$ cat config.mk
export PLATFORM = sky130hd
export DESIGN_NAME = hsl_to_rgb_pixel
export DESIGN_NICKNAME = d
export VERILOG_FILES = /design/src/rtl/hslrgb_pkg.sv /design/src/rtl/hsl_to_rgb_pixel.sv /design/src/rtl/hslrgb_datapath.sv
export SDC_FILE = /design/constraint.sdc
export NUM_CORES = 2
export LEC_CHECK = 0
export BUFFER_PORTS_ARGS = -buffer_cell sky130_fd_sc_hd__clkbuf_2
export CAP_MARGIN = 20
export CORE_AREA = 2 2 190 332
export CTS_BUF_LIST = sky130_fd_sc_hd__clkbuf_8
export CTS_CLUSTER_DIAMETER = 150
export DETAILED_ROUTE_END_ITERATION = 12
export DIE_AREA = 0 0 192 334
export HOLD_SLACK_MARGIN = 0.08
export PLACE_DENSITY = 0.9
export SLEW_MARGIN = 20
export SYNTH_ARGS = -nofsm -noshare
export SYNTH_HDL_FRONTEND = slang
export SYNTH_SLANG_ARGS = --single-unit
$ cat constraint.sdc
create_clock -name clk -period 6.3 [get_ports clk]
set_input_delay 0.63 -clock clk [delete_from_list [all_inputs] [get_ports clk]]
set_output_delay 0.63 -clock clk [all_outputs]
set_load 0.02 [all_outputs]
$ cat src/rtl/hslrgb_pkg.sv
// Package: payload types, widths and pipeline control types of the HSL to RGB converter.
`default_nettype none

package hslrgb_pkg;

	// Fixed field widths of the item payloads
	localparam int unsigned HUE_W = 16;
	localparam int unsigned SL_W  = 17;
	localparam int unsigned CH_W  = 8;

	// Default fraction width of the internal fixed-point math
	localparam int unsigned FRAC_BITS_DEF = 16;

	// Number of register stages in the datapath
	localparam int unsigned NUM_STAGES = 6;

	typedef struct packed {
		logic [HUE_W-1:0] hue;
		logic [SL_W-1:0]  saturation;
		logic [SL_W-1:0]  lightness;
	} hsl_t;

	typedef struct packed {
		logic [CH_W-1:0] red;
		logic [CH_W-1:0] green;
		logic [CH_W-1:0] blue;
	} rgb_t;

	// Per-stage load strobes from the flow control to the datapath
	typedef struct packed {
		logic [NUM_STAGES-1:0] load;
	} stage_en_t;

endpackage

`default_nettype wire

$ cat src/rtl/hsl_to_rgb_pixel.sv
// Top level: HSL to RGB pixel converter with valid/ready flow control.
// Throughput: one item per cycle; each stage stalls only when it holds an item
// and the stage after it is full and stalled, so bubbles close up under backpressure.
// Reset: arst_n clears all stage valid bits; payload registers are not reset.
`default_nettype none

module hsl_to_rgb_pixel
	import hslrgb_pkg::*;
#(
	parameter int unsigned FRAC_BITS = FRAC_BITS_DEF
) (
	input  logic clk,
	input  logic arst_n,
	input  logic hsl_valid,
	output logic hsl_ready,
	input  hsl_t hsl,
	output logic rgb_valid,
	input  logic rgb_ready,
	output rgb_t rgb
);

	logic [NUM_STAGES-1:0] vld_q;
	logic [NUM_STAGES:0]   rdy;
	logic [NUM_STAGES-1:0] vin;
	stage_en_t             en;

	// Per-stage ready: a stage can load when empty or when it drains this cycle
	always_comb begin
		rdy[NUM_STAGES] = rgb_ready;
		for (int k = NUM_STAGES - 1; k >= 0; k--) begin
			rdy[k] = !vld_q[k] || rdy[k+1];
		end
	end

	// Valid arriving at each stage
	assign vin = {vld_q[NUM_STAGES-2:0], hsl_valid};

	always_comb begin
		for (int k = 0; k < NUM_STAGES; k++) begin
			en.load[k] = rdy[k] && vin[k];
		end
	end

	// Stage valid bits
	always_ff @(posedge clk or negedge arst_n) begin
		if (!arst_n) begin
			vld_q <= '0;
		end else begin
			for (int k = 0; k < NUM_STAGES; k++) begin
				if (rdy[k]) begin
					vld_q[k] <= vin[k];
				end
			end
		end
	end

	assign hsl_ready = rdy[0];
	assign rgb_valid = vld_q[NUM_STAGES-1];

	hslrgb_datapath #(
		.FRAC_BITS(FRAC_BITS)
	) u_datapath (
		.clk (clk),
		.en  (en),
		.hsl (hsl),
		.rgb (rgb)
	);

endmodule

`default_nettype wire

$ cat src/rtl/hslrgb_datapath.sv
// Six-stage datapath of the HSL to RGB converter.
`default_nettype none

module hslrgb_datapath
	import hslrgb_pkg::*;
#(
	parameter int unsigned FRAC_BITS = FRAC_BITS_DEF
) (
	input  logic      clk,
	input  stage_en_t en,
	input  hsl_t      hsl,
	output rgb_t      rgb
);

	localparam int unsigned W  = FRAC_BITS + 1;
	localparam int unsigned HX = (HUE_W > FRAC_BITS) ? HUE_W : FRAC_BITS;
	localparam int unsigned SX = (SL_W > W) ? SL_W : W;
	localparam int unsigned PW = 2 * W;
	localparam int unsigned MW = W + FRAC_BITS;
	localparam int unsigned BW = W + CH_W;

	localparam logic [W-1:0] ONE  = {1'b1, {FRAC_BITS{1'b0}}};
	localparam logic [W-1:0] HALF = ONE >> 1;

	// Hue sextants, red toward magenta
	localparam logic [2:0] SEXT_R_Y = 3'd0;
	localparam logic [2:0] SEXT_Y_G = 3'd1;
	localparam logic [2:0] SEXT_G_C = 3'd2;
	localparam logic [2:0] SEXT_C_B = 3'd3;
	localparam logic [2:0] SEXT_B_M = 3'd4;

	// floor(x * 255 / ONE), x never above ONE
	function automatic logic [CH_W-1:0] to_byte(input logic [W-1:0] x);
		logic [BW-1:0] scaled;
		scaled = {x, {CH_W{1'b0}}} - {{CH_W{1'b0}}, x};
		return scaled[FRAC_BITS +: CH_W];
	endfunction

	// Stage 1: wrap hue, clamp s and l, l*s product, hue*6
	logic [HX-1:0]        hue_x;
	logic [FRAC_BITS-1:0] hue_f;
	logic [SX-1:0]        sat_x, lit_x;
	logic [W-1:0]         s_c, l_c;
	logic [PW-1:0]        ls_full;
	logic [FRAC_BITS+2:0] h6;

	assign hue_x   = HX'(hsl.hue);
	assign hue_f   = hue_x[FRAC_BITS-1:0];
	assign sat_x   = SX'(hsl.saturation);
	assign lit_x   = SX'(hsl.lightness);
	assign s_c     = (sat_x > SX'(ONE)) ? ONE : sat_x[W-1:0];
	assign l_c     = (lit_x > SX'(ONE)) ? ONE : lit_x[W-1:0];
	assign ls_full = PW'(l_c) * PW'(s_c);
	assign h6      = {2'b00, hue_f, 1'b0} + {1'b0, hue_f, 2'b00};

	logic [W-1:0]         l_s1, s_s1, ls_s1;
	logic                 lhalf_s1;
	logic [2:0]           sext_s1;
	logic [FRAC_BITS-1:0] fract_s1;

	always_ff @(posedge clk) begin
		if (en.load[0]) begin
			l_s1     <= l_c;
			s_s1     <= s_c;
			ls_s1    <= ls_full[FRAC_BITS +: W];
			lhalf_s1 <= (l_c <= HALF);
			sext_s1  <= h6[FRAC_BITS +: 3];
			fract_s1 <= h6[FRAC_BITS-1:0];
		end
	end

	// Stage 2: chroma bound v, clamped to one
	logic [W:0]   v_sum;
	logic [W-1:0] v_c;

	always_comb begin
		if (lhalf_s1) begin
			v_sum = {1'b0, l_s1} + {1'b0, ls_s1};
		end else begin
			v_sum = {1'b0, l_s1} + {1'b0, s_s1} - {1'b0, ls_s1};
		end
		v_c = (v_sum > {1'b0, ONE}) ? ONE : v_sum[W-1:0];
	end

	logic [W-1:0]         v_s2, l_s2;
	logic [2:0]           sext_s2;
	logic [FRAC_BITS-1:0] fract_s2;

	always_ff @(posedge clk) begin
		if (en.load[1]) begin
			v_s2     <= v_c;
			l_s2     <= l_s1;
			sext_s2  <= sext_s1;
			fract_s2 <= fract_s1;
		end
	end

	// Stage 3: minimum m = 2l - v clamped to [0, v], span v - m
	logic [W:0]   twol, m_raw;
	logic [W-1:0] m_c;

	always_comb begin
		twol  = {l_s2, 1'b0};
		m_raw = (twol > {1'b0, v_s2}) ? (twol - {1'b0, v_s2}) : '0;
		m_c   = (m_raw > {1'b0, v_s2}) ? v_s2 : m_raw[W-1:0];
	end

	logic [W-1:0]         v_s3, m_s3, d_s3;
	logic [2:0]           sext_s3;
	logic [FRAC_BITS-1:0] fract_s3;

	always_ff @(posedge clk) begin
		if (en.load[2]) begin
			v_s3     <= v_s2;
			m_s3     <= m_c;
			d_s3     <= v_s2 - m_c;
			sext_s3  <= sext_s2;
			fract_s3 <= fract_s2;
		end
	end

	// Stage 4: vsf = (v - m) * fract, truncated
	logic [MW-1:0] vsf_full;

	assign vsf_full = MW'(d_s3) * MW'(fract_s3);

	logic [W-1:0] v_s4, m_s4, vsf_s4;
	logic [2:0]   sext_s4;

	always_ff @(posedge clk) begin
		if (en.load[3]) begin
			v_s4    <= v_s3;
			m_s4    <= m_s3;
			vsf_s4  <= vsf_full[FRAC_BITS +: W];
			sext_s4 <= sext_s3;
		end
	end

	// Stage 5: rising/falling mids and per-sextant channel select.
	// Zero v only occurs at zero lightness, where every choice is already zero.
	logic [W-1:0] mid1, mid2, r_c, g_c, b_c;

	always_comb begin
		mid1 = m_s4 + vsf_s4;
		mid2 = v_s4 - vsf_s4;
		case (sext_s4)
			SEXT_R_Y: begin
				r_c = v_s4; g_c = mid1; b_c = m_s4;
			end
			SEXT_Y_G: begin
				r_c = mid2; g_c = v_s4; b_c = m_s4;
			end
			SEXT_G_C: begin
				r_c = m_s4; g_c = v_s4; b_c = mid1;
			end
			SEXT_C_B: begin
				r_c = m_s4; g_c = mid2; b_c = v_s4;
			end
			SEXT_B_M: begin
				r_c = mid1; g_c = m_s4; b_c = v_s4;
			end
			default: begin
				r_c = v_s4; g_c = m_s4; b_c = mid2;
			end
		endcase
	end

	logic [W-1:0] r_s5, g_s5, b_s5;

	always_ff @(posedge clk) begin
		if (en.load[4]) begin
			r_s5 <= r_c;
			g_s5 <= g_c;
			b_s5 <= b_c;
		end
	end

	// Stage 6: scale to 8 bits
	rgb_t rgb_s6;

	always_ff @(posedge clk) begin
		if (en.load[5]) begin
			rgb_s6.red   <= to_byte(r_s5);
			rgb_s6.green <= to_byte(g_s5);
			rgb_s6.blue  <= to_byte(b_s5);
		end
	end

	assign rgb = rgb_s6;

endmodule

`default_nettype wire

Word-level counts from Yosys, hierarchy flattened
Index checks and enable logic that the tools add are counted.

storage, ports and cells
  logic and storage cells = 85
  output and inout port bits = 26
  register bits after elaboration = 329
  input port bits = 54

cells by class
  equal/unequal tests = 4
  add/sub/neg operators = 11
  $lt $le $gt $ge = 6
  multiplexer cells = 8
  reductions and logical operators = 23
  multipliers = 2

operators with widths
  kind                  count
  $pmux 17 s3           3
  $sub 24x17->24        3
  $mux 17               3
  $add 17x17->18        2
  $gt 18x17->1          2
  $mux 18               2
  $sub 18x17->18        2
  $gt 17x17->1 const B  2
  $sub 17x17->17        2
  $mul 17x16->33        1
  $mul 17x17->33        1
  $add 17x18->19        1
  $gt 18x17->1 const B  1
  $add 17x17->17        1
  $le 17x16->1 const B  1
  $reduce_or 2->1       4
  $eq 3x2->1 const B    2
  $logic_and 1x1->1     6
  $logic_not 1->1       6
  $logic_or 1x1->1      6
  $eq 3x1->1 const B    1
  $eq 3x3->1 const B    1
  $logic_not 3->1       1

Depth between registers and ports, before layout
  word-level depth = 8
  mapped depth = 32

Hierarchy
Synthesis repeated with hierarchy kept, for this count alone.

unflattened totals
  cell total of the unflattened synthesis = 3791
  area total of the unflattened synthesis = 36774.0 sq um

modules (own cells, without submodules)
  module            area each (sq um)  cells each  instances
  hslrgb_datapath   36483.7            3765        1
  hsl_to_rgb_pixel  290.3              26          1

Least setup slack after synthesis
Ideal clock, no wire load.

  path kind = input -> register
  start = input hsl[6] (netlist name)
  end = register u_datapath.ls_s1[9], data pin
  buffers on the path = 2
  cell stages on the path = 25
  data arrival time = 7.373 ns
  path slack = -1.253 ns
  cells stage by stage = or4_1 -> o31ai_1 -> clkbuf_1 -> nand2_1 -> inv_1 -> buf_1 -> nand2_1 -> fa_1 -> fa_1 -> fa_1 -> inv_1 -> fa_1 -> fa_1 -> inv_1 -> fa_1 -> inv_1 -> ha_1 -> a21oi_1 -> o31a_1 -> o21ai_1 -> a211oi_1 -> o21bai_1 -> a2111oi_2 -> nor2_1 -> o311ai_1

on the way
  cells in the longest elaborated chain, start to end = 3

ends and longest elaborated chain
  element                     line                    RTL
  start: declaration          hsl_to_rgb_pixel.sv:16  input hsl_t hsl,
  $gt 17x17->1                hslrgb_datapath.sv:52   assign l_c = (lit_x > SX'(ONE)) ? ONE : lit_x[W-1:0];
  $mux 17                     hslrgb_datapath.sv:52
  via u_datapath.l_c[14]      hslrgb_datapath.sv:43   logic [W-1:0] s_c, l_c;
  $mul 17x17->33              hslrgb_datapath.sv:53   assign ls_full = PW'(l_c) * PW'(s_c);
  via u_datapath.ls_full[25]  hslrgb_datapath.sv:44   logic [PW-1:0] ls_full;
  end signal: assignment      hslrgb_datapath.sv:65   ls_s1 <= ls_full[FRAC_BITS +: W];
  end: declaration            hslrgb_datapath.sv:56   logic [W-1:0] l_s1, s_s1, ls_s1;

The timed path passes the listed nets, and every way through them passes these cells.
A chain may end at the register's enable or synchronous reset.

Worst setup path after layout
  start = register u_datapath.v_s2[12]
  end = register u_datapath.d_s3[16], data pin

on the way
  cells in the longest elaborated chain, start to end = 5
  elaborated cells on any way between the ends = 6

ends and longest elaborated chain
  element                                         line                    RTL
  start: declaration                              hslrgb_datapath.sv:85   logic [W-1:0] v_s2, l_s2;
  start signal: assignment                        hslrgb_datapath.sv:91   v_s2 <= v_c;
  $sub 18x17->18 or $gt 18x17->1 (tied branches)  hslrgb_datapath.sv:104  m_raw = (twol > {1'b0, v_s2}) ? (twol - {1'b0, v_s2}) : '0;
  $mux 18                                         hslrgb_datapath.sv:104
  $gt 18x17->1                                    hslrgb_datapath.sv:105  m_c = (m_raw > {1'b0, v_s2}) ? v_s2 : m_raw[W-1:0];
  $mux 17                                         hslrgb_datapath.sv:105
  $sub 17x17->17 *                                hslrgb_datapath.sv:116  d_s3 <= v_s2 - m_c;
  end signal: assignment                          hslrgb_datapath.sv:116
  end: declaration                                hslrgb_datapath.sv:108  logic [W-1:0] v_s3, m_s3, d_s3;

Every way passes the cells marked *; elsewhere a longest branch is shown, timed or not.

==> run summary <==
outcome = finished with violations
failing checks = negative setup slack
Synth area leaders = edfxtp_1 26%, fa_1 24%, ha_1 13%, inv_1 7.0%, nand2_1 5.2%
Final Cell Area = 43500 um2
Starting Density = 0.592
Crit-path slowest cell = ha_1
placed inst area = 40800 um2
Post-Synth Simple-Gate Area = 0.134
Slew @ Worst Pin = 1090 ps
Synth Area in Adders = 0.365
Placer Congestion = 1.03
Die X-Extent = 192 um
# setup viols final = 37
final worst slack = -1250 ps
initial antenna violation count = 16
mux contribution to synthesized area = 0.0232
Worst-path clk slew = 90 ps
clk buf depth = 3
Synth Flop Type = edfxtp_1
Vias/cell = 6.20
Crit Path Category = reg -> reg
Hold Path Class = in -> reg
clk_lat worst skew = 710 ps
CP Launch Type = register
crit-path max cell delay = 540 ps
drt pass-1 iters = 9
register area share after synthesis = 0.267
count leader, synth = inv_1
post-synthesis async set-or-reset flop share = 0.0184
Synth top cells by count = 681 x inv_1, 511 x nand2_1, 437 x fa_1
vias in the first global route = 33318
layout cells sized above 1 = 0.206
Multi-input gate area = 24900 um2
synthesized flop and latch total = 326
synthesized instance count = 3760
syn nets = 4619
Final Max Tran Viols = 0
CTS Sinks = 326
main combinational cell family by area after synthesis = adder cells
xor/xnor share of the synthesized area = 0.0319
MaxCap Viol Count = 0
Final Util = 0.704
root buffer cell = clkbuf_8
PortBufs = 79
Inst Count DP = 4930
final std cells w/o fill = 5096
count of different cell masters after synthesis = 82
CTS buffer count = 44
fin crit period = 7550 ps
area of the die = 64100 um2
CP Capture Type = register
RSZ-0062 raised after global routing = true
CP arrival = 7980 ps
Reg area = 9760 um2
worst path required time = 6730 ps
fin nets = 5114
compound-cell area share of the yosys netlist = 0.0934
worst reg2reg setup slack = -1250 ps
GR Util All Layers = 0.362
die span in y = 334 um
Ys Warns = 0
Post-synth EDFFs = 320
num rows = 121
Ports = 80
Post-Syn Area = 36600 um2
first-pass GRT wire length = 175000 um
H-tree lvl count = 2
period utilization = 1.20
WL/cell = 24.0 um
DRT antenna net count = 0
CTS tree = built
total grt overflow = 0
Post-Route WL = 122000 um
critical path peak fanout = 5
largest net degree at the start of global routing = 75
clk_skew = 116 ps
syn_area_per_cell = 9.72 um2
Via Count = 31594
Fin. Hold Viols = 0
largest area contributor in the netlist = edfxtp_1
area grow syn2layout = 19.0%
DRT iter0 DRCs = 2762
Yosys top cell area share = 0.263
worst rel slew slack = 0.265
core footprint = 61800 um2
Fillers = 4011
Fmax = 133 MHz
post-DP HPWL = 82900 um
DRC viols = 0
metrics by stage:
stage / setup TNS (ps) / setup WS (ps) / hold WS (ps)
2_1_floorplan: -5660 / -596 / 334
3_3_place_gp: -17590 / -1020 / 400
3_5_place_dp: -23720 / -1280 / 405
4_1_cts: -4990 / -391 / 184
5_1_grt: -22920 / -1420 / 171
6_report: -17020 / -1250 / 160
registers in the layout, indices dropped and copies added (netlist names), 6 cells and up:
name	cells
u_datapath.r_s5	17
u_datapath.vsf_s4	17
u_datapath.v_s4	17
u_datapath.fract_s3	15
u_datapath.rgb	24
u_datapath.s_s1	17
u_datapath.b_s5	17
u_datapath.m_s3	17
u_datapath.ls_s1	17
u_datapath.d_s3	17
u_datapath.m_s4	17
u_datapath.l_s1	17
u_datapath.v_s2	17
u_datapath.fract_s2	15
u_datapath.l_s2	17
u_datapath.g_s5	17
u_datapath.fract_s1	15
u_datapath.v_s3	17
vld_q	6
worst max-delay path: cells and delay by family (launching register included):
family | cells | cell delay [ps]
buffers and inverters | 7 | 890
flip-flops | 1 | 390
AO/OA/AOI/OAI | 15 | 3030
adder cells (fa/ha/maj) | 3 | 1190
AND/OR/NAND/NOR | 6 | 1110
multiplexers | 1 | 240
XOR/XNOR | 1 | 410
layout make-up:
type / instances / area share
Tap cell: 799 / 0.0230
Multi-Input combinational cell: 2620 / 0.572
Clock buffer: 45 / 0.0142
Sequential cell: 326 / 0.224
Inverter: 688 / 0.0599
Antenna cell: 6 / 0.000345
Timing Repair Buffer: 575 / 0.0994
Clock inverter: 37 / 0.00696
layout by cell type, fill, tap and decap left out, types with 13 or more instances in the layout:
master and n:
nand3_1 36, nand2_2 18, a211oi_1 23, mux2_1 14
nor3_1 36, and2_1 90, buf_4 455, buf_6 34
clkbuf_2 78, fa_1 426, inv_2 28, nor2_2 13
o21ai_0 113, nor2_1 212, ha_1 352, or3_1 28
xnor2_1 84, nand4_1 18, a21oi_1 95, nor2_4 15
xor2_1 38, mux2i_1 48, mux2_2 15, inv_1 662
o211ai_1 19, o21bai_1 17, a31oi_1 20, edfxtp_1 320
clkbuf_8 45, nor2b_1 19, o21a_1 37, nand2_1 484
and3_1 23, nand2b_1 23, a21o_1 38
routing by layer:
metal  GRT usage  up-vias  share of wire
met3      0.0986     1055          0.094
met5     0.00628        -         0.0019
met1       0.322    15014           0.28
met4       0.355       20           0.13
li1            -    13321              -
met2       0.635     2184           0.49
logic make-up after synthesis:
group / after synthesis
and+or+nand+nor: 1083
buffers and inverters: 814
adders and majority gates: 805
AOI/OAI and AO/OA: 518
DFF: 326
xor gates and xnor gates: 133
muxes: 81
path summary, 6_finish.rpt:
path                                         startpoint                 endpoint  depth (start not counted)
worst min-delay path                          hsl_valid                 vld_q[0]                          2
worst min register to register  u_datapath.fract_s2[10]  u_datapath.fract_s3[10]                          0
max in group asynchronous                        arst_n                 vld_q[0]                          2
worst max register to register      u_datapath.v_s2[12]      u_datapath.d_s3[16]                         33
worst max-delay path                u_datapath.v_s2[12]      u_datapath.d_s3[16]                         33
min in group asynchronous                        arst_n                 vld_q[1]                          2
timing repair:
item | CTS | global route
pin swaps | 65 | 98
endpoints found under the setup margin | 37 | 43
gates resized for setup | 125 | 150
endpoints found under the hold margin | 6 | 0
hold buffers | 1 | 0
buffers inserted | 48 | 40
Power is left out: the tool's default activity adds up to more than one toggle a clock period on the data nets, which glitch-free logic cannot reach.
